**config.mk**
```make
export PLATFORM = sky130hd
export DESIGN_NAME = piecewise_linear_lookup_top
export DESIGN_NICKNAME = d
export VERILOG_FILES = /design/src/rtl/core/pll_pkg.sv /design/src/rtl/core/pll_ctrl.sv /design/src/rtl/core/pll_datapath.sv /design/src/rtl/core/piecewise_linear_lookup_top.sv
export VERILOG_INCLUDE_DIRS = /design/src /design/src/rtl/core
export SDC_FILE = /design/constraint.sdc
export NUM_CORES = 2
export LEC_CHECK = 0
export ABC_CLOCK_PERIOD_IN_PS = 11800
export BUFFER_PORTS_ARGS = -buffer_cell sky130_fd_sc_hd__buf_2
export CAP_MARGIN = 20
export CELL_PAD_IN_SITES_DETAIL_PLACEMENT = 0
export CELL_PAD_IN_SITES_GLOBAL_PLACEMENT = 1
export CORE_ASPECT_RATIO = 1.2
export CORE_MARGIN = 3
export CORE_UTILIZATION = 48
export DETAILED_ROUTE_END_ITERATION = 12
export GPL_TIMING_DRIVEN = 0
export PLACE_DENSITY = 0.83
export SKIP_LAST_GASP = 1
export SYNTH_ARGS = -nofsm -noshare
export SYNTH_HDL_FRONTEND = slang
export SYNTH_HIERARCHICAL = 1
export SYNTH_SLANG_ARGS = --single-unit
```
**constraint.sdc**
```tcl
create_clock -name i_clk -period 11.8 [get_ports i_clk]
set_clock_uncertainty 0.2 [all_clocks]
set_input_delay 0.59 -clock i_clk [delete_from_list [all_inputs] [get_ports i_clk]]
set_output_delay 0.59 -clock i_clk [all_outputs]
set_load 0.1 [all_outputs]
```
**src/rtl/core/piecewise_linear_lookup_top_assert.svh**
```systemverilog
// Assertion macros shared by the piecewise-linear lookup RTL.
// Standalone header; no dependencies. Bodies vanish when SYNTHESIS is defined.
`ifndef PIECEWISE_LINEAR_LOOKUP_TOP_ASSERT_SVH
`define PIECEWISE_LINEAR_LOOKUP_TOP_ASSERT_SVH
`ifndef SYNTHESIS
// same-cycle implication
`define PLL_ASSERT_SAME(lbl, clk, rst_n, ante, cons) \
    lbl: assert property (@(posedge clk) disable iff (!rst_n) (ante) |-> (cons)) \
        else $error("pll: same-cycle check failed");
// next-cycle implication
`define PLL_ASSERT_NEXT(lbl, clk, rst_n, ante, cons) \
    lbl: assert property (@(posedge clk) disable iff (!rst_n) (ante) |=> (cons)) \
        else $error("pll: next-cycle check failed");
`else
`define PLL_ASSERT_SAME(lbl, clk, rst_n, ante, cons)
`define PLL_ASSERT_NEXT(lbl, clk, rst_n, ante, cons)
`endif
`endif

```
**src/rtl/core/pll_pkg.sv**
```systemverilog
// Package for the piecewise-linear lookup: widths, request/result types,
// controller states and controller/datapath command and status structs. No dependencies.
package pll_pkg;

    localparam int INPUT_BITS        = 16;
    localparam int OUTPUT_BITS       = 16;
    localparam int TABLE_DEPTH_DEF   = 32;
    localparam int SLOT_BITS         = 5;
    localparam int ENTRIES_BITS      = 6;
    localparam int APB_ADDR_BITS     = 3;
    localparam int APB_DATA_BITS     = 32;
    localparam int REG_INDEX_BITS    = APB_ADDR_BITS - 2;
    localparam int DIV_CNT_BITS      = $clog2(OUTPUT_BITS);

    localparam logic [ENTRIES_BITS-1:0]   ENTRIES_RESET      = ENTRIES_BITS'(32);
    localparam logic [REG_INDEX_BITS-1:0] REG_ENTRIES_IN_USE = REG_INDEX_BITS'(0);

    typedef enum logic {
        OP_EVALUATE = 1'b0,
        OP_WRITE    = 1'b1
    } t_operation;

    typedef struct packed {
        t_operation                     operation;
        logic [SLOT_BITS-1:0]           entry_slot;
        logic [INPUT_BITS-1:0]          entry_breakpoint;
        logic signed [OUTPUT_BITS-1:0]  entry_level;
        logic [INPUT_BITS-1:0]          query_value;
    } t_request;

    typedef struct packed {
        logic signed [OUTPUT_BITS-1:0]  interpolated_level;
        logic                           was_clamped;
        logic                           exact_hit;
    } t_result;

    // one table row: breakpoint and its level
    typedef struct packed {
        logic [INPUT_BITS-1:0]          breakpoint;
        logic signed [OUTPUT_BITS-1:0]  level;
    } t_entry;

    typedef enum logic [3:0] {
        S_IDLE,
        S_RD_LO,
        S_RD_HI,
        S_CLAMP,
        S_SCAN,
        S_DECIDE,
        S_MUL,
        S_DIV_INIT,
        S_DIV,
        S_FIX
    } t_state;

    typedef struct packed {
        logic write_entry;
        logic load_eval;
        logic cap_lo;
        logic clamp;
        logic scan;
        logic mul;
        logic div_init;
        logic div_step;
        logic emit_direct;
        logic emit_interp;
    } t_dp_cmd;

    typedef struct packed {
        logic scan_done;
        logic direct;
        logic div_last;
    } t_dp_status;

endpackage

```
**src/rtl/core/pll_ctrl.sv**
```systemverilog
// Sequencer for the piecewise-linear lookup: steps the datapath through
// read, clamp, scan, multiply and divide. Depends on pll_pkg and the assert header.
`include "piecewise_linear_lookup_top_assert.svh"

module pll_ctrl (
    input  logic                  i_clk,
    input  logic                  i_rst_n,
    input  logic                  i_accept,
    input  pll_pkg::t_operation   i_operation,
    input  pll_pkg::t_dp_status   i_status,
    output pll_pkg::t_dp_cmd      o_cmd,
    output logic                  o_busy
);
    import pll_pkg::*;

    t_state r_state;
    t_state n_state;

    // state register
    always_ff @(posedge i_clk) begin
        if (!i_rst_n) begin
            r_state <= S_IDLE;
        end else begin
            r_state <= n_state;
        end
    end

    // next state and commands
    always_comb begin
        n_state = r_state;
        o_cmd   = '0;
        o_busy  = 1'b1;
        unique case (r_state)
            S_IDLE: begin
                o_busy = 1'b0;
                if (i_accept) begin
                    if (i_operation == OP_WRITE) begin
                        o_cmd.write_entry = 1'b1;
                    end else begin
                        o_cmd.load_eval = 1'b1;
                        n_state         = S_RD_LO;
                    end
                end
            end
            S_RD_LO: begin
                n_state = S_RD_HI;
            end
            S_RD_HI: begin
                o_cmd.cap_lo = 1'b1;
                n_state      = S_CLAMP;
            end
            S_CLAMP: begin
                o_cmd.clamp = 1'b1;
                n_state     = S_SCAN;
            end
            S_SCAN: begin
                o_cmd.scan = 1'b1;
                if (i_status.scan_done) begin
                    n_state = S_DECIDE;
                end
            end
            S_DECIDE: begin
                if (i_status.direct) begin
                    o_cmd.emit_direct = 1'b1;
                    n_state           = S_IDLE;
                end else begin
                    n_state = S_MUL;
                end
            end
            S_MUL: begin
                o_cmd.mul = 1'b1;
                n_state   = S_DIV_INIT;
            end
            S_DIV_INIT: begin
                o_cmd.div_init = 1'b1;
                n_state        = S_DIV;
            end
            S_DIV: begin
                o_cmd.div_step = 1'b1;
                if (i_status.div_last) begin
                    n_state = S_FIX;
                end
            end
            S_FIX: begin
                o_cmd.emit_interp = 1'b1;
                n_state           = S_IDLE;
            end
            default: begin
                n_state = S_IDLE;
            end
        endcase
    end

    `PLL_ASSERT_SAME(a_accept_when_idle, i_clk, i_rst_n, i_accept, r_state == S_IDLE)
    `PLL_ASSERT_SAME(a_one_phase, i_clk, i_rst_n, 1'b1, $onehot0({o_cmd.emit_direct, o_cmd.emit_interp, o_cmd.mul, o_cmd.div_step}))
    `PLL_ASSERT_NEXT(a_div_exit, i_clk, i_rst_n, r_state == S_DIV, r_state == S_DIV || r_state == S_FIX)

endmodule

```
**src/rtl/core/pll_datapath.sv**
```systemverilog
// Datapath for the piecewise-linear lookup: table memory, clamp, linear scan,
// one multiply and a restoring divider. Depends on pll_pkg and the assert header.
`include "piecewise_linear_lookup_top_assert.svh"

module pll_datapath #(
    parameter int TABLE_DEPTH = pll_pkg::TABLE_DEPTH_DEF
) (
    input  logic                              i_clk,
    input  logic                              i_rst_n,
    input  pll_pkg::t_dp_cmd                  i_cmd,
    input  pll_pkg::t_request                 i_request,
    input  logic [pll_pkg::ENTRIES_BITS-1:0]  i_entries,
    output pll_pkg::t_dp_status               o_status,
    output pll_pkg::t_result                  o_result,
    output logic                              o_result_strobe
);
    import pll_pkg::*;

    localparam int IB     = INPUT_BITS;
    localparam int OB     = OUTPUT_BITS;
    localparam int IW     = $clog2(TABLE_DEPTH);
    localparam int PROD_W = IB + OB + 2;

    // table memory with registered read
    t_entry            r_mem [TABLE_DEPTH];
    t_entry            r_rd;
    logic [IW-1:0]     rd_addr;
    logic [IW-1:0]     wr_addr;
    logic              wr_ok;

    // request and search state
    logic [IB-1:0]     r_query;
    logic [IW-1:0]     r_last;
    logic [IW-1:0]     n_last;
    logic [IB-1:0]     r_lo;
    logic [IB-1:0]     r_v;
    logic              r_clamped;
    logic [IW-1:0]     r_idx;
    t_entry            r_prev;
    logic [IB-1:0]     r_x0;
    logic [IB-1:0]     r_x1;
    logic signed [OB-1:0] r_y0;
    logic signed [OB-1:0] r_y1;
    logic              r_exact;
    logic              r_first;
    logic [IB-1:0]     lifted;
    logic [IB-1:0]     clamped_v;
    logic              hit;

    // arithmetic
    logic [IB-1:0]        diff_x;
    logic signed [OB:0]   diff_y;
    logic signed [IB:0]   mul_a;
    logic signed [PROD_W-1:0] w_prod;
    logic signed [PROD_W-1:0] r_prod;
    logic [PROD_W-1:0]    w_mag;
    logic [IB-1:0]        r_div;
    logic [IB-1:0]        r_rem;
    logic [OB-1:0]        r_low;
    logic                 r_neg;
    logic [DIV_CNT_BITS-1:0] r_cnt;
    logic [IB:0]          rem_sh;
    logic [IB:0]          rem_sub;
    logic                 rem_ge;
    logic signed [OB:0]   w_q;
    logic signed [OB:0]   w_adj;
    logic [OB:0]          w_sum;

    t_result           r_res;
    logic              r_res_vld;

    // clamp the configured count to the table and form the last index
    always_comb begin
        if (i_entries < ENTRIES_BITS'(2)) begin
            n_last = IW'(1);
        end else if (int'(i_entries) > TABLE_DEPTH) begin
            n_last = IW'(TABLE_DEPTH - 1);
        end else begin
            n_last = IW'(i_entries - 1'b1);
        end
    end

    // read address: slot 0, then the last slot, then the scan
    always_comb begin
        wr_addr = IW'(i_request.entry_slot);
        wr_ok   = int'(i_request.entry_slot) < TABLE_DEPTH;
        if (i_cmd.scan) begin
            rd_addr = IW'(r_idx + 1'b1);
        end else if (i_cmd.cap_lo) begin
            rd_addr = r_last;
        end else begin
            rd_addr = '0;
        end
    end

    always_ff @(posedge i_clk) begin
        if (i_cmd.write_entry && wr_ok) begin
            r_mem[wr_addr] <= '{breakpoint: i_request.entry_breakpoint,
                                level:      i_request.entry_level};
        end
        r_rd <= r_mem[rd_addr];
    end

    // clamp: raise to first breakpoint, then lower to the last
    always_comb begin
        lifted    = (r_query < r_lo) ? r_lo : r_query;
        clamped_v = (lifted > r_rd.breakpoint) ? r_rd.breakpoint : lifted;
        hit       = r_rd.breakpoint >= r_v;
    end

    // multiply operands
    always_comb begin
        diff_x = r_v - r_x0;
        diff_y = {r_y1[OB-1], r_y1} - {r_y0[OB-1], r_y0};
        mul_a  = signed'({1'b0, diff_x});
        w_prod = mul_a * diff_y;
        w_mag  = r_prod[PROD_W-1] ? PROD_W'(-r_prod) : r_prod;
    end

    // restoring divider step, one quotient bit per cycle
    always_comb begin
        rem_sh  = {r_rem, r_low[OB-1]};
        rem_ge  = rem_sh >= {1'b0, r_div};
        rem_sub = rem_sh - {1'b0, r_div};
    end

    // apply sign and add the left level
    always_comb begin
        w_q   = signed'({1'b0, r_low});
        w_adj = r_neg ? -w_q : w_q;
        w_sum = {r_y0[OB-1], r_y0} + w_adj;
    end

    // search and arithmetic registers
    always_ff @(posedge i_clk) begin
        if (i_cmd.load_eval) begin
            r_query <= i_request.query_value;
            r_last  <= n_last;
        end
        if (i_cmd.cap_lo) begin
            r_lo <= r_rd.breakpoint;
        end
        if (i_cmd.clamp) begin
            r_v       <= clamped_v;
            r_clamped <= clamped_v != r_query;
            r_idx     <= '0;
        end
        if (i_cmd.scan) begin
            if (o_status.scan_done) begin
                r_x1    <= r_rd.breakpoint;
                r_y1    <= r_rd.level;
                r_x0    <= r_prev.breakpoint;
                r_y0    <= r_prev.level;
                r_exact <= r_rd.breakpoint == r_v;
                r_first <= r_idx == '0;
            end else begin
                r_prev <= r_rd;
                r_idx  <= IW'(r_idx + 1'b1);
            end
        end
        if (i_cmd.mul) begin
            r_prod <= w_prod;
            r_div  <= r_x1 - r_x0;
        end
        if (i_cmd.div_init) begin
            r_neg <= r_prod[PROD_W-1];
            r_rem <= w_mag[IB+OB-1:OB];
            r_low <= w_mag[OB-1:0];
            r_cnt <= '0;
        end
        if (i_cmd.div_step) begin
            r_rem <= rem_ge ? rem_sub[IB-1:0] : rem_sh[IB-1:0];
            r_low <= {r_low[OB-2:0], rem_ge};
            r_cnt <= DIV_CNT_BITS'(r_cnt + 1'b1);
        end
    end

    // result register
    always_ff @(posedge i_clk) begin
        if (i_cmd.emit_direct) begin
            r_res.interpolated_level <= r_y1;
        end else if (i_cmd.emit_interp) begin
            r_res.interpolated_level <= w_sum[OB-1:0];
        end
        if (i_cmd.emit_direct || i_cmd.emit_interp) begin
            r_res.was_clamped <= r_clamped;
            r_res.exact_hit   <= r_exact;
        end
    end

    always_ff @(posedge i_clk) begin
        if (!i_rst_n) begin
            r_res_vld <= 1'b0;
        end else begin
            r_res_vld <= i_cmd.emit_direct || i_cmd.emit_interp;
        end
    end

    always_comb begin
        o_status.scan_done = hit || (r_idx == r_last);
        o_status.direct    = r_exact || r_first || !((r_x1 > r_x0) && (r_v >= r_x0));
        o_status.div_last  = r_cnt == DIV_CNT_BITS'(OB - 1);
    end

    assign o_result        = r_res;
    assign o_result_strobe = r_res_vld;

    `PLL_ASSERT_SAME(a_scan_in_range, i_clk, i_rst_n, i_cmd.scan, r_idx <= r_last)
    `PLL_ASSERT_SAME(a_rem_below_div, i_clk, i_rst_n, i_cmd.div_step, r_rem < r_div)
    `PLL_ASSERT_NEXT(a_clamp_flag, i_clk, i_rst_n, i_cmd.clamp, r_clamped == (r_v != r_query))

endmodule

```
**src/rtl/core/piecewise_linear_lookup_top.sv**
```systemverilog
// Top level of the piecewise-linear lookup: APB register, request handshake,
// controller and datapath. Depends on pll_pkg, pll_ctrl and pll_datapath.
//
//   channel   direction  handshake                     payload
//   request   in         start high while busy low     i_request (t_request)
//   result    out        o_result_strobe, one cycle    o_result (t_result)
//   config    in         APB write, pready tied high   pwdata (entries_in_use)
//
// A write request is written to the table when it is accepted; busy stays low.
// An evaluation reads the first and last rows, clamps, then scans one row a cycle from the
// single read port, over at most entries_in_use rows (clamped to 2..TABLE_DEPTH); a stored
// level is returned directly, else it multiplies and the divider adds one bit a cycle.
// Busy falls in the strobe cycle, so the next request may be taken then; no stalls.
// Reset is synchronous; the table keeps its contents and is valid only once written.

module piecewise_linear_lookup_top #(
    parameter int TABLE_DEPTH = pll_pkg::TABLE_DEPTH_DEF
) (
    input  logic                                i_clk,
    input  logic                                i_rst_n,
    input  logic                                start,
    output logic                                busy,
    input  pll_pkg::t_request                   i_request,
    output pll_pkg::t_result                    o_result,
    output logic                                o_result_strobe,
    input  logic                                psel,
    input  logic                                penable,
    input  logic                                pwrite,
    input  logic [pll_pkg::APB_ADDR_BITS-1:0]   paddr,
    input  logic [pll_pkg::APB_DATA_BITS-1:0]   pwdata,
    output logic [pll_pkg::APB_DATA_BITS-1:0]   prdata,
    output logic                                pready
);
    import pll_pkg::*;

    logic [ENTRIES_BITS-1:0] r_entries;
    logic                    accept;
    logic                    reg_hit;
    t_dp_cmd                 cmd;
    t_dp_status              status;

    // configuration register
    assign pready  = 1'b1;
    assign reg_hit = paddr[APB_ADDR_BITS-1:2] == REG_ENTRIES_IN_USE;

    always_ff @(posedge i_clk) begin
        if (!i_rst_n) begin
            r_entries <= ENTRIES_RESET;
        end else if (psel && penable && pwrite && pready && reg_hit) begin
            r_entries <= pwdata[ENTRIES_BITS-1:0];
        end
    end

    assign prdata = reg_hit ? APB_DATA_BITS'(r_entries) : '0;

    // request handshake
    assign accept = start && !busy;

    pll_ctrl u_ctrl (
        .i_clk       (i_clk),
        .i_rst_n     (i_rst_n),
        .i_accept    (accept),
        .i_operation (i_request.operation),
        .i_status    (status),
        .o_cmd       (cmd),
        .o_busy      (busy)
    );

    pll_datapath #(
        .TABLE_DEPTH (TABLE_DEPTH)
    ) u_datapath (
        .i_clk           (i_clk),
        .i_rst_n         (i_rst_n),
        .i_cmd           (cmd),
        .i_request       (i_request),
        .i_entries       (r_entries),
        .o_status        (status),
        .o_result        (o_result),
        .o_result_strobe (o_result_strobe)
    );

endmodule

```
**Yosys cells after proc, flatten, opt, wreduce, memory -nomap -nowiden**

Memories as Yosys holds them, arrays and structs flattened. A register that Yosys moved wholly into a read port is not among the register bits.
Index checks and enable logic that the tools add are counted.

- Memories kept: 1
- Register bits: 273
- Bits in read-only memories: 0
- RAM bits: 1,024
- Bits in latches: 0

- Bitwise logic cells: 2
- Add/subtract/negate cells: 10
- Order comparisons: 8
- Divide/modulo/power cells: 0
- Shift-type cells: 0
- Eq/ne operators: 17
- $mul: 1
- Multiplexer cells: 42
- Reductions and logical operators: 18

Memories:

| name | words | width | read ports | clocked after Yosys merged registers in | write ports | line | source |
|---|---|---|---|---|---|---|---|
| u_datapath.r_mem | 32 | 32 | 1 | 1 | 1 | pll_datapath.sv:25 | `t_entry r_mem [TABLE_DEPTH];` |

Operator list:

| cell | number |
|---|---|
| 2-to-1 mux 16 bit | 10 |
| subtractor 16 bit | 3 |
| case mux 4 bit (9 select lines) | 1 |
| multiplier 17 x 17 -> 34 bit | 1 |
| >= comparator 16 bit | 2 |
| > comparator 16 bit | 2 |
| 2-to-1 mux 32 bit | 1 |
| negation 32 bit | 1 |
| 2-to-1 mux 5 bit | 6 |
| 2-to-1 mux 4 bit | 6 |
| >= comparator 17 x 16 -> 1 bit | 1 |
| subtractor 16 x 16 -> 17 bit | 1 |
| adder 16 bit | 1 |
| == test 16 bit | 1 |
| == test 4 x 3 -> 1 bit, second input constant | 4 |
| less-than comparator 16 bit | 1 |
| inequality test 16 bit | 1 |
| negation 16 bit | 1 |
| 2-to-1 mux 1 bit | 14 |
| == test 4 bit, second input constant | 3 |
| == test 4 x 2 -> 1 bit, second input constant | 2 |
| inequality test 2 bit, second input constant | 4 |
| > comparator 6 bit, second input constant | 1 |
| less-than comparator 6 x 2 -> 1 bit, second input constant | 1 |
| other kinds (18) | 29 |

**Depth between registers and ports, before layout**

- Depth in word-level cells: 7
- Mapped depth: 34

**By module**

Netlist, hierarchy kept.

By module, submodules not included:

| module | instances | area an instance (µm²) | cells each |
|---|---|---|---|
| pll_datapath | 1 | 65,684.2 | 5,515 |
| piecewise_linear_lookup_top | 1 | 524.3 | 63 |
| pll_ctrl | 1 | 316.6 | 44 |

**Least setup slack after synthesis**

No wires, ideal clock.

- Kind: register to register
- Start: register u_datapath.r_v[0]
- End: register u_datapath.r_prod[33], data pin
- Arrival time: 7.817 ns
- Cell stages (with the launch flop): 32
- Data required time: 11.340 ns
- Setup slack: 3.523 ns
- Cells stage by stage: edfxtp_1 > inv_1 > ha_1 > inv_1 > fa_1 > a21o_1 > a21oi_1 > o21bai_1 > a221o_1 > a211oi_1 > o41ai_1 > a21oi_1 > xnor2_1 > clkbuf_1 > nand2_1 > fa_1 > fa_1 > fa_1 > inv_1 > fa_1 > fa_1 > inv_1 > fa_1 > inv_1 > ha_1 > or3_1 > or3_1 > a21oi_1 > o21ai_0 > a211o_1 > a31oi_1 > xnor2_1

- Longest elaborated chain between the ends: 2

RTL lines:

| element | line | source |
|---|---|---|
| start, declared | pll_datapath.sv:36 | `logic [IB-1:0] r_v;` |
| start signal, assigned | pll_datapath.sv:144 | `r_v <= clamped_v;` |
| subtractor 16 bit | pll_datapath.sv:113 | `diff_x = r_v - r_x0;` |
| multiplier 17 x 17 -> 34 bit | pll_datapath.sv:116 | `w_prod = mul_a * diff_y;` |
| via u_datapath.w_prod[33] | pll_datapath.sv:54 | `logic signed [PROD_W-1:0] w_prod;` |
| end signal, assigned | pll_datapath.sv:162 | `r_prod <= w_prod;` |
| end, declared | pll_datapath.sv:55 | `logic signed [PROD_W-1:0] r_prod;` |

The timed path passes the listed nets, and every way through them passes these cells.
A chain may end at the register's enable or synchronous reset.

**Worst setup path after layout**

Ends and elaborated chain as after synthesis.

==> reports/results.tsv <==
stage	metric	value	unit
clocking	worst_skew_pair.late_latency	0.77	ns
die	start_util	48.35	%
sta	worstMarginPinSlew	1.241	ns
clocking	numCtsBuffers	134	
sta	hold_viol_final	0	
drt	viasPerCell	5.828	
status	status	finished clean	
synth	synthArstFlopShare	0	%
cells_and_area	nets	6536	
pwr	p_leak	0.02900	uW
critical_path	cp_top_family	adder cells	
die	row_count	149	
sta	finalCritPeriodShare	84.43	%
clocking	h-tree-depth	4	
pwr	vdd_drop_max	0.7532	mV
critical_path	crit_top_cell	fa_1	
cells_and_area	n_fill_cell	11466	
grt	grt-ovfl-total	0	
synth	yosysTopAreaCell	edfxtp_1	
critical_path	crit_buf_inv	6	
synth	synth_edf_count	1280	
pwr	p_per_area	318.8	nW/um2
synth	yosysMostFrequentCell	edfxtp_1	
hold_path	hold_path.class	input port to register	
clocking	ctsResizeCount	0	
synth	ys_dominant_reg_cell	edfxtp_1	
synth	synthCells	5622	
drt	wire_per_inst	25.00	um
critical_path	cpMaxStageDelayCell	clkbuf_1	
synth	synth_xor_area_share	2.488	%
critical_path	cpPeakStageDelay	0.63	ns
drt	drtIter0Drc	4765	
synth	synth_top_area_share	57.78	%
die	die_h	413.8	um
synth	synth-simple-area-share	13.82	%
cells_and_area	final_layout_size_suffix_gt1_share	7.986	%
cells_and_area	stdcell_area	75170	um2
critical_path	crit_path_end_kind	register	
critical_path	required	12.09	ns
drt	drc	0	
placement	place_area	70640	um2
grt	grt_pass1_wl	286.6	mm
cells_and_area	ff_latch_area	39400	um2
clocking	clockBufferDepth	3	
synth	synth.cell_area	66530	um2
cells_and_area	multi_input_area	24790	um2
synth	synth_top_family_by_area	simple AND/OR/NAND/NOR gates	
sta	max_freq	100.4	MHz
placement	numPortBuffers	92	
sta	fin_setup_tns	0	ns
sta	slew_violations	0	
critical_path	crit_fanout	10	
grt	grt_pass1_vias	45021	
placement	hpwlAfterDp	141.6	mm
cells_and_area	final_cells	7891	
grt	antenna_found_initial	8	
synth	ys_types	75	
drt	firstDrtPassIters	6	
critical_path	startpoint_type	register	
clocking	postCtsHoldBufs	23	
placement	dpl.cell_count	7615	
clocking	postCtsSetupBuffers	0	
run	cap_violations	0	
grt	track_usage	27.27	%
sta	min_period	9.963	ns
synth	ys_seq_area_share	59.22	%
synth	synth-compound-area-share	8.255	%
synth	syn_avg_cell_area	11.83	um2
sta	slew_headroom	16.77	%
sta	finalSetupViolations	0	
clocking	cts.sinks	1328	
clocking	cts.clk_slew.worst_paths	0.06	ns
die	die_area	143100	um2
clocking	cts_tree	yes	
grt	grt_max_degree	37	
cells_and_area	utilization	54.64	%
synth	synth_common_cells	edfxtp_1 (1280), nand2_1 (1264), inv_1 (406)	
synth	synth_mux_area_share	0.7937	%
die	die_w	345.8	um
die	io_pins	148	
critical_path	worstPathArrival	10.26	ns
synth	ys_warn_count	6	
synth	synth.area.top_cells	edfxtp_1 (58%), nand2_1 (7.1%), fa_1 (6.4%)	
synth	synthAdderAreaFrac	11.29	%
critical_path	rrSetupSlack	1.84	ns
drt	ant_nets	0	
synth	synth_seq_cells	1328	
drt	vias	45989	
placement	gp_congestion	1.010	
clocking	cts-root-buf	clkbuf_16	
critical_path	timing_worst_setup_path_type	register to register	
die	coreArea	137600	um2
cells_and_area	area_delta_synth_final	13.00	%
sta	rsz0062_at_grt	no	
drt	routed_wl	197.3	mm
## worst min-delay path, stage by stage
cell    delay [ns]
buf_2         0.13
nor3_2        0.06
buf_6         0.14
## power by group
part	switching, uW	internal, uW
Combinational	8780	5000
Sequential	182	5900
Clock	1810	2290
Total	10800	13200
## stage by stage
step	worst slack [ns]	total power (uW)	hold slack (ns)
5_1_grt	1.315	25560	0.1452
6_report	1.837	23970	0.1737
2_1_floorplan	3.523	14960	0.2003
4_1_cts	1.821	24100	0.1030
3_5_place_dp	1.851	19920	0.2045
3_3_place_gp	1.998	19700	0.2006
## state kept, by name, summed over array words and instances (netlist names), 18 cells and up
name	count
u_datapath/o_result	18
u_datapath/r_mem	1024
u_datapath/r_prev	32
u_datapath/r_prod	33
u_datapath/r_rd	32
## logic make-up (layout without fill, tap and decap cells)
logic type	Yosys count	count (layout)
xor+xnor	189	189
flops	1328	1328
other cells	2	33
mux	50	50
fa+ha+maj	472	472
simple gates	2084	2084
buf+inv	698	1124
compound gates	799	799
## layer usage
layer | global-route usage [%] | vias up | part of all wire (%)
met2 | 46.32 | 2135 | 49
met3 | 3.990 | 498 | 7.4
met5 | 0 | - | 0
met1 | 32.68 | 22726 | 37
li1 | - | 20630 | -
met4 | 17.57 | 0 | 7.1
## cells in the final DEF (no fill, tap or decap), types with 118 or more instances in the layout
master,instances
a21oi_1,130
a311oi_1,131
a31oi_1,141
and3_1,207
clkbuf_1,270
clkbuf_16,138
edfxtp_1,1280
fa_1,214
ha_1,258
inv_1,405
nand2_1,1264
nand3_1,156
nor2_1,194
xnor2_1,118
## final timing paths
kind	start	endpoint	cells after the start
worst max-delay path	u_datapath/r_v[0]$_DFFE_PP_	u_datapath/r_prod[33]$_DFFE_PP_	31
worst min-delay path	i_request[53]	u_datapath/r_last[1]$_SDFFCE_PP0P_	3
worst max register to register	u_datapath/r_v[0]$_DFFE_PP_	u_datapath/r_prod[33]$_DFFE_PP_	31
worst min register to register	u_datapath/r_prev[17]$_DFFE_PP_	u_datapath/r_x0[1]$_DFFE_PP_	0
## area by class of cell
| class | count | share of cell area (%) |
|---|---|---|
| clock inverters | 63 | 0.7540 |
| plain buffers | 291 | 1.613 |
| well taps | 1812 | 3.016 |
| clock buffers | 177 | 4.855 |
| diodes | 6 | 0.01997 |
| inverters | 407 | 2.032 |
| multi-input cells | 3621 | 32.97 |
| repair buffers | 186 | 2.324 |
| flip-flops and latches | 1328 | 52.41 |
(Power assumes the default switching activity.)
